--- src/hdl/mpct_pkg.sv ---
// ----------------------------------------------------------------------------
// mpct_pkg: shared definitions for the mouse packet cursor tracker
// Field positions of the PS/2 status byte, register indexes, reset values
// and the button flag group passed from the decoder to the top level.
// ----------------------------------------------------------------------------
package mpct_pkg;

   // Position width default
   localparam int COORD_BITS_DEFAULT = 12;

   // Fixed field widths
   localparam int BYTE_BITS  = 8;
   localparam int SIZE_BITS  = 13;
   localparam int STEPX_BITS = 9;
   localparam int STEPY_BITS = 10;
   localparam int CSR_IDX_BITS = 4;

   // Size register reset values
   localparam logic [SIZE_BITS-1:0] SCREEN_WIDE_RESET = 13'd640;
   localparam logic [SIZE_BITS-1:0] SCREEN_TALL_RESET = 13'd480;

   // Register indexes
   localparam logic [CSR_IDX_BITS-1:0] CSR_SCREEN_WIDE = 4'd0;
   localparam logic [CSR_IDX_BITS-1:0] CSR_SCREEN_TALL = 4'd1;

   // Status byte bit positions
   localparam int ST_LEFT  = 0;
   localparam int ST_RIGHT = 1;
   localparam int ST_MID   = 2;
   localparam int ST_XSIGN = 4;
   localparam int ST_YSIGN = 5;
   localparam int ST_XOVF  = 6;
   localparam int ST_YOVF  = 7;

   // Button flags of one packet
   typedef struct packed {
      logic left;
      logic right;
      logic middle;
      logic any;
   } button_type;

   // Reset position: half the size, clamped into 0..bound-1
   function automatic int reset_pos(int size, int cb);
      int half;
      int top;
      half = size / 2;
      if (size == 0) begin
         top = 0;
      end else if (size > (1 << cb)) begin
         top = (1 << cb) - 1;
      end else begin
         top = size - 1;
      end
      return (half > top) ? top : half;
   endfunction

endpackage

--- src/hdl/mpct_decode.sv ---
// ----------------------------------------------------------------------------
// mpct_decode: PS/2 packet field decoder
// Pulls the button flags out of the status byte and forms the signed x
// step and the screen-oriented (downward positive) y step.
// ----------------------------------------------------------------------------
module mpct_decode (
   input  logic [mpct_pkg::BYTE_BITS-1:0]          status_byte,
   input  logic [mpct_pkg::BYTE_BITS-1:0]          x_move_byte,
   input  logic [mpct_pkg::BYTE_BITS-1:0]          y_move_byte,
   output mpct_pkg::button_type                    buttons,
   output logic signed [mpct_pkg::STEPX_BITS-1:0]  step_x,
   output logic signed [mpct_pkg::STEPY_BITS-1:0]  step_y
);
   import mpct_pkg::*;

   logic signed [STEPY_BITS-1:0] dy;

   // Buttons; bit 3 is the always-one marker and is ignored
   always_comb begin
      buttons.left   = status_byte[ST_LEFT];
      buttons.right  = status_byte[ST_RIGHT];
      buttons.middle = status_byte[ST_MID];
      buttons.any    = status_byte[ST_LEFT] | status_byte[ST_RIGHT] | status_byte[ST_MID];
   end

   // x step: 9-bit two's complement, zero on overflow
   assign step_x = status_byte[ST_XOVF] ? '0 : {status_byte[ST_XSIGN], x_move_byte};

   // y step: negate the 9-bit dy so that down is positive, zero on overflow
   assign dy     = {{2{status_byte[ST_YSIGN]}}, y_move_byte};
   assign step_y = status_byte[ST_YOVF] ? '0 : -dy;

endmodule

--- src/hdl/mpct_axis.sv ---
// ----------------------------------------------------------------------------
// mpct_axis: one cursor axis
// Holds the position, adds the step and clamps the sum into 0..size-1,
// with a size of zero held at 0 and sizes past the coordinate range capped.
// ----------------------------------------------------------------------------
module mpct_axis #(
   parameter int COORD_BITS = mpct_pkg::COORD_BITS_DEFAULT,
   parameter logic [COORD_BITS-1:0] RESET_POS = '0
) (
   input  logic                                    clock,
   input  logic                                    reset,
   input  logic                                    advance,
   input  logic [mpct_pkg::SIZE_BITS-1:0]          size,
   input  logic signed [mpct_pkg::STEPY_BITS-1:0]  step,
   output logic [COORD_BITS-1:0]                   pos
);
   import mpct_pkg::*;

   localparam int SUM_BITS = COORD_BITS + 2;
   localparam int CMP_BITS = (COORD_BITS + 1 > SIZE_BITS) ? COORD_BITS + 1 : SIZE_BITS;
   localparam logic [CMP_BITS-1:0] CAP = CMP_BITS'(1) << COORD_BITS;

   logic [COORD_BITS-1:0]      pos_ff;
   logic [COORD_BITS-1:0]      pos_in;
   logic [CMP_BITS-1:0]        size_w;
   logic [COORD_BITS-1:0]      top;
   logic signed [SUM_BITS-1:0] step_w;
   logic signed [SUM_BITS-1:0] sum;

   // Largest legal coordinate for the current size
   always_comb begin
      size_w = CMP_BITS'(size);
      if (size_w == '0) begin
         top = '0;
      end else if (size_w > CAP) begin
         top = '1;
      end else begin
         top = COORD_BITS'(size_w - CMP_BITS'(1));
      end
   end

   // Add and clamp
   assign step_w = SUM_BITS'(step);
   assign sum    = $signed({2'b00, pos_ff}) + step_w;

   always_comb begin
      if (sum[SUM_BITS-1]) begin
         pos_in = '0;
      end else if (sum[COORD_BITS:0] > {1'b0, top}) begin
         pos_in = top;
      end else begin
         pos_in = sum[COORD_BITS-1:0];
      end
   end

   // Position register, loaded with each result
   always_ff @(posedge clock) begin
      if (reset) begin
         pos_ff <= RESET_POS;
      end else if (advance) begin
         pos_ff <= pos_in;
      end
   end

   assign pos = pos_ff;

endmodule

--- src/hdl/mouse_packet_cursor_tracker.sv ---
// ----------------------------------------------------------------------------
// mouse_packet_cursor_tracker: PS/2 mouse packet decoder with clamped cursor
// Decodes one three-byte packet per word and tracks a cursor on screen.
// ----------------------------------------------------------------------------
// Usage:
//   req_* carries one packet (status, x, y bytes) per word; rsp_* returns
//   the button flags, both signed steps and the cursor position after the
//   packet. Both channels use valid/stall; a word moves when valid is high
//   and stall is low.
//   csr_* writes the screen width (index 0) and height (index 1); it is
//   always ready. Write only while no packet is in flight; a new size takes
//   effect at the next packet and does not move the cursor.
//   The accepting edge loads the input register; decode, add and clamp then
//   load the result register, from which the result word is taken.
//   Throughput: one packet per cycle while the output is not stalled, set by
//   the single add-and-clamp step on the position registers.
//   Reset: sizes return to 640 x 480, the cursor to the screen center and
//   both pipeline stages empty.
//   Stall: a stalled result holds; one more packet is held in the input
//   register, then req_stall rises until the result is taken.
// ----------------------------------------------------------------------------
module mouse_packet_cursor_tracker #(
   parameter int COORD_BITS = mpct_pkg::COORD_BITS_DEFAULT
) (
   input  logic                                    clock,
   input  logic                                    reset,
   // packet input
   input  logic                                    req_valid,
   output logic                                    req_stall,
   input  logic [mpct_pkg::BYTE_BITS-1:0]          req_status_byte,
   input  logic [mpct_pkg::BYTE_BITS-1:0]          req_x_move_byte,
   input  logic [mpct_pkg::BYTE_BITS-1:0]          req_y_move_byte,
   // result output
   output logic                                    rsp_valid,
   input  logic                                    rsp_stall,
   output logic                                    rsp_left_pressed,
   output logic                                    rsp_right_pressed,
   output logic                                    rsp_middle_pressed,
   output logic                                    rsp_any_pressed,
   output logic signed [mpct_pkg::STEPX_BITS-1:0]  rsp_step_x,
   output logic signed [mpct_pkg::STEPY_BITS-1:0]  rsp_step_y,
   output logic [COORD_BITS-1:0]                   rsp_cursor_col,
   output logic [COORD_BITS-1:0]                   rsp_cursor_row,
   // register writes
   input  logic                                    csr_valid,
   output logic                                    csr_ready,
   input  logic [mpct_pkg::CSR_IDX_BITS-1:0]       csr_index,
   input  logic [mpct_pkg::SIZE_BITS-1:0]          csr_data
);
   import mpct_pkg::*;

   localparam logic [COORD_BITS-1:0] RESET_COL =
      COORD_BITS'(reset_pos(int'(SCREEN_WIDE_RESET), COORD_BITS));
   localparam logic [COORD_BITS-1:0] RESET_ROW =
      COORD_BITS'(reset_pos(int'(SCREEN_TALL_RESET), COORD_BITS));

   logic [SIZE_BITS-1:0]  wide_ff;
   logic [SIZE_BITS-1:0]  tall_ff;

   logic                  in_vld_ff;
   logic [BYTE_BITS-1:0]  in_status_ff;
   logic [BYTE_BITS-1:0]  in_x_ff;
   logic [BYTE_BITS-1:0]  in_y_ff;
   logic                  in_load;

   logic                  out_vld_ff;
   logic                  out_vld_in;
   button_type            btn_ff;
   logic signed [STEPX_BITS-1:0] stepx_ff;
   logic signed [STEPY_BITS-1:0] stepy_ff;

   button_type            dec_btn;
   logic signed [STEPX_BITS-1:0] dec_step_x;
   logic signed [STEPY_BITS-1:0] dec_step_y;
   logic signed [STEPY_BITS-1:0] dec_step_x_w;

   logic                  advance;
   logic                  out_open;

   // Register writes
   assign csr_ready = 1'b1;

   always_ff @(posedge clock) begin
      if (reset) begin
         wide_ff <= SCREEN_WIDE_RESET;
         tall_ff <= SCREEN_TALL_RESET;
      end else if (csr_valid && csr_ready) begin
         unique case (csr_index)
            CSR_SCREEN_WIDE: wide_ff <= csr_data;
            CSR_SCREEN_TALL: tall_ff <= csr_data;
            default: ;
         endcase
      end
   end

   // Pipeline flow control
   assign out_open  = !out_vld_ff || !rsp_stall;
   assign advance   = in_vld_ff && out_open;
   assign in_load   = !in_vld_ff || out_open;
   assign req_stall = !in_load;

   // Input register
   always_ff @(posedge clock) begin
      if (reset) begin
         in_vld_ff <= 1'b0;
      end else if (in_load) begin
         in_vld_ff <= req_valid;
      end
   end

   always_ff @(posedge clock) begin
      if (in_load && req_valid) begin
         in_status_ff <= req_status_byte;
         in_x_ff      <= req_x_move_byte;
         in_y_ff      <= req_y_move_byte;
      end
   end

   // Decode
   mpct_decode u_decode (
      .status_byte (in_status_ff),
      .x_move_byte (in_x_ff),
      .y_move_byte (in_y_ff),
      .buttons     (dec_btn),
      .step_x      (dec_step_x),
      .step_y      (dec_step_y)
   );

   assign dec_step_x_w = STEPY_BITS'(dec_step_x);

   // Cursor axes; the position registers double as result fields
   mpct_axis #(
      .COORD_BITS (COORD_BITS),
      .RESET_POS  (RESET_COL)
   ) u_axis_col (
      .clock   (clock),
      .reset   (reset),
      .advance (advance),
      .size    (wide_ff),
      .step    (dec_step_x_w),
      .pos     (rsp_cursor_col)
   );

   mpct_axis #(
      .COORD_BITS (COORD_BITS),
      .RESET_POS  (RESET_ROW)
   ) u_axis_row (
      .clock   (clock),
      .reset   (reset),
      .advance (advance),
      .size    (tall_ff),
      .step    (dec_step_y),
      .pos     (rsp_cursor_row)
   );

   // Result register
   always_comb begin
      out_vld_in = out_vld_ff;
      if (out_open) begin
         out_vld_in = in_vld_ff;
      end
   end

   always_ff @(posedge clock) begin
      if (reset) begin
         out_vld_ff <= 1'b0;
      end else begin
         out_vld_ff <= out_vld_in;
      end
   end

   always_ff @(posedge clock) begin
      if (advance) begin
         btn_ff   <= dec_btn;
         stepx_ff <= dec_step_x;
         stepy_ff <= dec_step_y;
      end
   end

   assign rsp_valid          = out_vld_ff;
   assign rsp_left_pressed   = btn_ff.left;
   assign rsp_right_pressed  = btn_ff.right;
   assign rsp_middle_pressed = btn_ff.middle;
   assign rsp_any_pressed    = btn_ff.any;
   assign rsp_step_x         = stepx_ff;
   assign rsp_step_y         = stepy_ff;

endmodule

--- config.mk ---
export PLATFORM = sky130hd
export DESIGN_NAME = mouse_packet_cursor_tracker
export DESIGN_NICKNAME = d
export VERILOG_FILES = /design/src/hdl/mpct_pkg.sv /design/src/hdl/mpct_decode.sv /design/src/hdl/mpct_axis.sv /design/src/hdl/mouse_packet_cursor_tracker.sv
export SDC_FILE = /design/constraint.sdc
export NUM_CORES = 1
export LEC_CHECK = 0
export ABC_AREA = 1
export BUFFER_PORTS_ARGS = -buffer_cell sky130_fd_sc_hd__buf_2
export CAP_MARGIN = 10
export CELL_PAD_IN_SITES_DETAIL_PLACEMENT = 0
export CELL_PAD_IN_SITES_GLOBAL_PLACEMENT = 1
export CORE_MARGIN = 5
export CORE_UTILIZATION = 46
export DETAILED_ROUTE_END_ITERATION = 12
export GPL_ROUTABILITY_DRIVEN = 0
export GPL_TIMING_DRIVEN = 0
export PLACE_DENSITY = 0.86
export SETUP_SLACK_MARGIN = 0.1
export SLEW_MARGIN = 40
export SYNTH_ARGS = -nofsm -noshare
export SYNTH_HDL_FRONTEND = slang
export SYNTH_SLANG_ARGS = --single-unit
--- constraint.sdc ---
create_clock -name clock -period 9.95 [get_ports clock]
set_input_delay 1.99 -clock clock [delete_from_list [all_inputs] [get_ports clock]]
set_output_delay 1.99 -clock clock [all_outputs]
set_load 0.005 [all_outputs]
==> results.md, run 1 <==
- In the final routed layout, each cell accounts on average for 13.5 µm.
- The completed layout was analyzed and its total power is 1.08 mW.
- The later pin in the worst-skew pair is clocked with a latency of 350 ps.
- The number of iterations in the first detailed-routing pass is 5.
- The post-synthesis adder-cell area fraction is 10.6%.
- Of the total synthesized cell area, the portion taken by XOR and XNOR cells is 2.59%.
- The final number of max-transition violations came to 0.
- For this configuration, the core starts out at a cell density of 46.6%.
- The data required time at the worst endpoint is 7960 ps.
- Synthesis inferred 98 register bits.
- The count of buffers added on input and output ports is 93.
- In this run, synthesis inferred 46 flip-flops with an integrated enable.
- After synthesis, flip-flops and latches occupy 37.7% of the total area.
- TritonCTS created 9 clock buffers.
- For this run, the leading register cell type out of synthesis is dfxtp_1.
- The final net count is 1051.
- The average size of a mapped cell is 7.58 µm².
- In this run the cell area of the synthesized design comes to 6420 µm².
- The data arrival time of the critical path is 2430 ps.
- The finished layout holds 1137 standard cells, fillers aside.
- After clock tree synthesis, the setup repair step added 0 buffers.
- The core region is 13800 µm².
- In this run, the number of DRC markers left after iteration 0 of detailed routing was 238.
- Measured in cells, the most critical reg-to-reg path has a length of 27.
- The number of global-route vias before repair was 5184.
- STA classifies the critical path startpoint as an input port.
- In the layout the commonest cells are nand2_1 (180), inv_1 (130), buf_2 (94), a21oi_1 (77), nand3_1 (58).
- The total of warnings raised by yosys is 0.
- Tracing the worst setup path back leads to its startpoint at rsp_stall.
- The largest buffer count on any clock path is 2.
- The post-cts resize count is 0.
- The floorplan step set the die width to 128 µm.
- The worst register-to-register path begins at in_y_ff[0].
- After synthesis, the netlist uses 45 different library cells.
- The area growth from synthesis to layout is 15.6%.
- The total global-route track usage is 19.0%.
- The cell count after synthesis came out at 847.
- 0 antenna diodes ended up in the layout.
- 96 I/O pins were placed.
- The floorplan step set the die height to 128 µm.
- The detail route stage leaves a number of antenna-violating nets equal to 0.
- Summing the areas of all compound-gate instances in the mapped netlist gives 13.3% of the synthesized area.
- The synthesized netlist devotes 26.2% of its cell area to simple gates.
- The count of standard-cell rows is 43.
- The number of antenna violations at the first check in global routing was 0.
- The power density of the placed cells is 145 nW/µm².
- In this run the worst hold path is classified as flip-flop to flip-flop.
- The post-place setup slack is 5520 ps.
- The clock skew after layout is 5.19 ps.
- The hold violation count in the final report was 0.
- The proportion of synthesized flip-flops having asynchronous set or reset is 0%.
- The worst path uses 44.4% of the clock period.
- The total congestion overflow after global routing is 0.
- Along the worst path, the maximum fanout reaches 3.
- The wire-length estimate of the detail-placed layout is 12600 µm.
- STA classifies the critical path endpoint as a primary output.
- The commonest non-fill, non-tap cell in the layout is nand2_1.
- Entering global routing, the biggest net connects 24 pins.
- The run finished with clean final reports.
- After detailed routing, the total wire length is 15300 µm.
- The main combinational cell family by area after synthesis is simple AND/OR/NAND/NOR gates.
- In this run the tightest slew margin relative to its limit is 56.9%.
- The routed via count divided by cell count is 4.94.
- For the pin with the worst max-slew slack, the measured transition is 647 ps.
- IR analysis of the VDD net gives a maximum drop of 133 µV.
- The clock transition at the registers of the reported paths is 70 ps.
- The clock tree from TritonCTS is done.
- The minimum setup slack among reg-to-reg paths is 5580 ps.
- The synthesized netlist net count is 946.
- The placed cell count is 1121.
- The endpoint of the worst-slack reg-to-reg timing path is u_axis_row.pos[7].
- The H-tree was split into 3 levels.
- The critical path in this run is classified as input port to primary output.
- The die covers 16400 µm².
- The cell sitting at the root of the clock tree is a clkbuf_16.
- In the final layout, the share of cells above drive strength 1 is 15.5%.
- For this design, the sink count on the clock tree is 98.
- The count of fill cells added during filler insertion is 1411.
- Setup violations remaining at the end of the flow were counted as 0.
- The total negative slack is 0 ps.
- Detailed routing inserted a total of 5620 vias.
- The number of max-cap violations is 0.
- The most critical setup path has its endpoint at req_stall.
- After layout, the minimum clock period comes to 4420 ps.
- The utilization after layout is 53.9%.
- The setup slack after layout is 5530 ps.
- The global-route wire length before repair is 24800 µm.
- The cts-stage hold buffer count is 0.
- For this design the static power due to leakage is 3.63 nW.
- Setup repair after global routing left no endpoint under its margin.
- The number of remaining DRC errors is 0.
- The proportion of synthesized area in mux cells is 0%.
- Based on the critical path, the design can be clocked at up to 226 MHz.
[worst max-delay path, cell delays in order]
cell	delay, ps
buf_2	70
nand2_1	70
nor2_1	150
buf_2	140
[cell type report]
cell class,instances,area [µm²],area share (%)
Multi-Input combinational cell,593,3390,45.7
Sequential cell,98,2420,32.6
Inverter,134,504,6.79
Timing Repair Buffer,94,480,6.47
Clock buffer,9,225,3.03
Tap cell,180,225,3.03
Buffer,22,111,1.50
Clock inverter,7,65.1,0.876
[worst min-delay path by stage]
stage,depth (start not counted),endpoint,startpoint
2_1_floorplan,0,rsp_middle_pressed,in_status_ff[2]
3_3_place_gp,0,rsp_right_pressed,in_status_ff[1]
3_5_place_dp,0,rsp_right_pressed,in_status_ff[1]
4_1_cts,0,rsp_right_pressed,in_status_ff[1]
5_1_grt,0,rsp_right_pressed,in_status_ff[1]
6_report,0,rsp_right_pressed,in_status_ff[1]
[kinds of logic after synthesis]
family / after synthesis
AOI/OAI and AO/OA: 157
buffers and inverters: 156
DFF: 98
adders and majority gates: 53
xor gates and xnor gates: 19
other: 1
and+or+nand+nor: 363
[metal layers]
layer / GRT usage, % / wire [µm] / part of all wire, %
met1: 26.0 / 7650 / 50
met2: 30.0 / 6650 / 43
met3: 3.92 / 748 / 4.9
met4: 6.12 / 294 / 1.9
met5: 0 / 0 / 0
[where the power goes]
group          internal, mW  switching (mW)  leakage (nW)
Combinational         0.108           0.175          2.62
Clock                 0.174           0.162         0.138
Sequential            0.445          0.0162         0.868
[flip-flops by register name, summed over array words and instances, names as in the netlist]
| name | count |
|---|---|
| tall_ff | 13 |
| in_vld_ff | 1 |
| wide_ff | 13 |
| in_x_ff | 8 |
| rsp_any_pressed | 1 |
| in_y_ff | 8 |
| in_status_ff | 7 |
| rsp_right_pressed | 1 |
| u_axis_col.pos | 12 |
| rsp_valid | 1 |
| rsp_step_y | 10 |
| rsp_middle_pressed | 1 |
| rsp_left_pressed | 1 |
| rsp_step_x | 9 |
| u_axis_row.pos | 12 |
[cells in the mapped netlist, types with 2 or more instances]
master / n / area [µm²]
o21ai_0: 54 / 270
buf_4: 2 / 15.0
xnor2_1: 3 / 26.3
nand3_2: 4 / 40.0
a21oi_1: 77 / 385
o21a_1: 2 / 15.0
nand2_1: 180 / 676
o21bai_1: 2 / 15.0
inv_2: 2 / 7.51
nor2_4: 3 / 33.8
clkbuf_1: 17 / 63.8
nand4_1: 28 / 175
xor2_1: 16 / 140
a31oi_1: 2 / 12.5
or2_2: 2 / 12.5
o31ai_1: 4 / 30.0
nor2_2: 2 / 12.5
dfxtp_1: 52 / 1040
fa_1: 2 / 40.0
edfxtp_1: 46 / 1380
o211ai_1: 6 / 45.0
nand3b_1: 2 / 15.0
nand3_1: 58 / 290
ha_1: 51 / 638
nor3_1: 12 / 60.1
nand2_2: 9 / 56.3
nor2_1: 53 / 199
o21ai_1: 4 / 20.0
a21o_1: 3 / 22.5
a21oi_2: 2 / 17.5
inv_1: 131 / 492
nand3_4: 3 / 52.6
[metrics by stage]
stage                     instance area (µm²)  hold WS, ps
after floorplan                          6420          417
after global placement                   7110          429
after detailed placement                 7130          444
after CTS                                7420          461
after global routing                     7420          475
final                                    7420          457
(Power assumes the default switching activity.)
==> run 2, diff against run 1 <==
--- a/config.mk
+++ b/config.mk
@@ -11,11 +11,11 @@
 export CELL_PAD_IN_SITES_DETAIL_PLACEMENT = 0
 export CELL_PAD_IN_SITES_GLOBAL_PLACEMENT = 1
 export CORE_MARGIN = 5
-export CORE_UTILIZATION = 46
+export CORE_UTILIZATION = 42
 export DETAILED_ROUTE_END_ITERATION = 12
 export GPL_ROUTABILITY_DRIVEN = 0
 export GPL_TIMING_DRIVEN = 0
-export PLACE_DENSITY = 0.86
+export PLACE_DENSITY = 0.79
 export SETUP_SLACK_MARGIN = 0.1
 export SLEW_MARGIN = 40
 export SYNTH_ARGS = -nofsm -noshare
==> constraint.sdc (replaced) <==
create_clock -name clock -period 4.1 [get_ports clock]
set_input_delay 0.82 -clock clock [delete_from_list [all_inputs] [get_ports clock]]
set_output_delay 0.82 -clock clock [all_outputs]
set_load 0.005 [all_outputs]
==> run 2 against run 1 <==
Cell area up 3.8%. Combinational power rose to 2.7 times the previous value. Count of clock-buffer cells in the layout unchanged. Utilization down 2.8 points. Global-route usage down 0.46 points. Sequential cell count unchanged. First-iteration DRC count down 3.8%.
==> results.md, run 2 (synthesized netlist as in run 1, its figures left out) <==
- The half-perimeter wire length after detailed placement came to 13100 µm (+3.4%).
- The worst relative slew slack is 53.6% (-3.3 points).
- The starting utilization of the core area is 42.5% (-4.1 points).
- The global-route wire length before repair was 26700 µm (+7.6%).
- The hold violation count in the final report is 0 (unchanged).
- The sequential standard cell area is 2420 µm² (unchanged).
- TritonCTS built the clock tree.
- The total negative slack is 0 ps (unchanged).
- The count of standard-cell rows came to 45 (+4.7%).
- The share of the clock period used by the worst path is 95.3%.
- The vertical die dimension is 134 µm (+4.3%).
- The I/O pin count is 96 (unchanged).
- The highest ir drop seen on vdd was 213 µV (+60%).
- The total global-route track usage was 18.5% (-0.46 points).
- The iteration-0 DRC count of the detailed router is 229 (-3.8%).
- The static leakage came to 3.74 nW (+2.9%).
- Setup repair after global routing could not meet its margin everywhere.
- The top cell types in the final layout, fill and taps aside, are nand2_1 (172), inv_1 (124), buf_2 (94), a21oi_1 (76).
- The total wire length after detailed routing was 16300 µm (+6.6%).
- The data arrival time of the critical path is 4170 ps (+1740 ps).
- The largest registers in the layout are tall_ff (13), wide_ff (13).
- The average routed wire per standard cell is 14.1 µm (+4.8%).
- The cell that appears most often on the critical path is nand2_1.
- Compared with the post-synthesis result, the final layout area differs by 20.0%.
- The number of max-cap violations is 0 (unchanged).
- The clock skew after layout came to 8.69 ps (+3.50 ps).
- The number of antenna violations at the first check in global routing was 0 (unchanged).
- The power density of the placed cells is 363 nW/µm² (+150%).
- The run finished with clean final reports.
- The path with the worst hold slack has its endpoint at rsp_middle_pressed.
- The floorplan die width is 134 µm (+4.3%).
- The largest buffer count on any clock path is 2 (unchanged).
- The clock transition at the registers of the reported paths was 80 ps (about the same).
- The setup slack after layout is 192 ps (-5340 ps).
- The number of H-tree levels was 3 (unchanged).
- The die outline area is 17900 µm² (+8.8%).
- The number of iterations in the first detailed-routing pass was 4 (-1).
- The source-to-sink clock delay at the later pin of the worst-skew pair was 360 ps (about the same).
- The startpoint identified for the worst register-to-register timing path is in_y_ff[0].
- The largest net degree at the start of global routing is 24 (unchanged).
- The area of the core region is 15100 µm² (+9.6%).
- The number of global-route vias before repair came to 5479 (+5.7%).
- The sink count of the clock tree is 98 (unchanged).
- The cell depth of the worst min-delay path is 0 (unchanged).
- The count of cells along the worst register-to-register path is 28 (+3.7%).
- The data required time at the worst endpoint is 4360 ps (-3600 ps).
- The stage delay of the slowest cell on the critical path is 420 ps (+270 ps).
- The post-detailed-route count of antenna-violating nets was 0 (unchanged).
- The endpoint of the worst-slack reg-to-reg timing path is u_axis_row.pos[4].
- The total congestion overflow after global routing is 0 (unchanged).
- The worst-margin pin slew is 696 ps (+48.9 ps).
- The minimum setup slack among reg-to-reg paths is 190 ps (-5390 ps).
- The endpoint class of the critical path is a flip-flop.
- The library cell used most frequently in the layout, excluding fill and tap cells, is nand2_1.
- The final net count was 1062 (+1.0%).
- The post-place setup slack came to -230 ps (-5750 ps).
- The routed via count divided by cell count came to 4.93 (-0.31%).
- The number of clock buffers inserted by TritonCTS came to 9 (unchanged).
- The setup-violating endpoint count in the final report came to 0 (unchanged).
- The multi-input combinational cell area is 3540 µm² (+4.3%).
- The count of fill cells added during filler insertion is 1570 (+11%).
- The kind of critical path is flip-flop to flip-flop.
- The fraction of layout cells with a size suffix above 1 is 19.9% (+4.5 points).
- STA classifies the critical path startpoint as a flip-flop.
- The final cell area excluding filler cells is 7710 µm² (+3.8%).
- For this run, the top clock speed supported by timing is 256 MHz.
- The cell type of the slowest stage on the worst timing path is edfxtp_1.
- The tree is rooted in a clkbuf_16.
- The count of vias placed by the detailed router was 5696 (+1.4%).
- The peak fanout along the critical path came to 6 (+3).
- The beginning of the critical path is in_y_ff[0].
- The cell area after placement is 7140 µm² (+0.12%).
- The number of buffer cells added on primary ports is 93 (unchanged).
- The smallest clock period supported by the final layout is computed as 3910 ps.
- The final number of max-transition violations was 0 (unchanged).
- The number of remaining DRC errors is 0 (unchanged).
- The path class of the tightest hold or removal check is flip-flop to flip-flop.
- The total inserted antenna cells was 0 (unchanged).
- The worst min-delay path startpoint is in_status_ff[2].
## run 2: changes by cell type in the layout (fill, tap and decap cells not counted), moves of 5 or more
| cell | delta |
|---|---|
| inv_2 | +6 |
| nand2_1 | -8 |
| nand3_1 | -5 |
| inv_1 | -6 |
| nand3_2 | +5 |
| buf_4 | +11 |
| nand2_2 | +5 |
## run 2: final cells by class
type | count | area share (%)
Buffer | 22 | 1.49
Timing Repair Buffer | 105 | 7.53
Sequential cell | 98 | 31.4
Inverter | 134 | 6.54
Multi-Input combinational cell | 593 | 45.9
Clock buffer | 9 | 2.92
Clock inverter | 7 | 1.14
Tap cell | 188 | 3.05
## run 2: how the worst max path moves through the flow
| stage | to | slack [ps] | cells past startpoint |
|---|---|---|---|
| 3_3_place_gp | u_axis_row.pos[7] | -240 | 27 |
| 4_1_cts | u_axis_row.pos[7] | 90 | 28 |
| 6_report | u_axis_row.pos[4] | 190 | 28 |
| 3_5_place_dp | u_axis_row.pos[7] | -230 | 28 |
| 2_1_floorplan | u_axis_row.pos[7] | 390 | 29 |
| 5_1_grt | u_axis_row.pos[5] | -210 | 28 |
## run 2: worst max-delay path: cells and delay by family, from the launching register on
kind	cells	cell delay [ps]
simple gates	18	1740
compound gates	3	500
flops	1	420
fa+ha+maj	3	780
buf+inv	4	380
## run 2: metrics by stage
stage                     hold WS (ps)  instances  total power [mW]  utilization (%)
after floorplan                    417        847              1.63                -
after detailed placement           426       1129              1.83             47.3
after global placement             431       1128              1.83             47.2
after CTS                          443       1148              2.76             49.8
final                              442       1156              2.79             51.1
after global routing               464       1156              2.98             51.1
## run 2: repair_timing
item,4_1_cts,5_1_grt
pin swaps,2,27
setup endpoints to repair,24,24
gates cloned,0,1
hold buffers,0,0
gates resized for setup,8,38
buffers inserted,3,7
## run 2: per-layer routing
layer	GRT usage [%]	up-vias	wire (µm)
met5	0	-	0
met4	4.29	0	211
met3	4.15	16	828
met2	29.8	122	7230
met1	25.5	2504	8070
li1	-	3054	-
## run 2: report_power, final
group          switching [mW]  internal (mW)
Clock                   0.419          0.490
Sequential             0.0404           1.08
Combinational           0.455          0.310
Total                   0.915           1.88
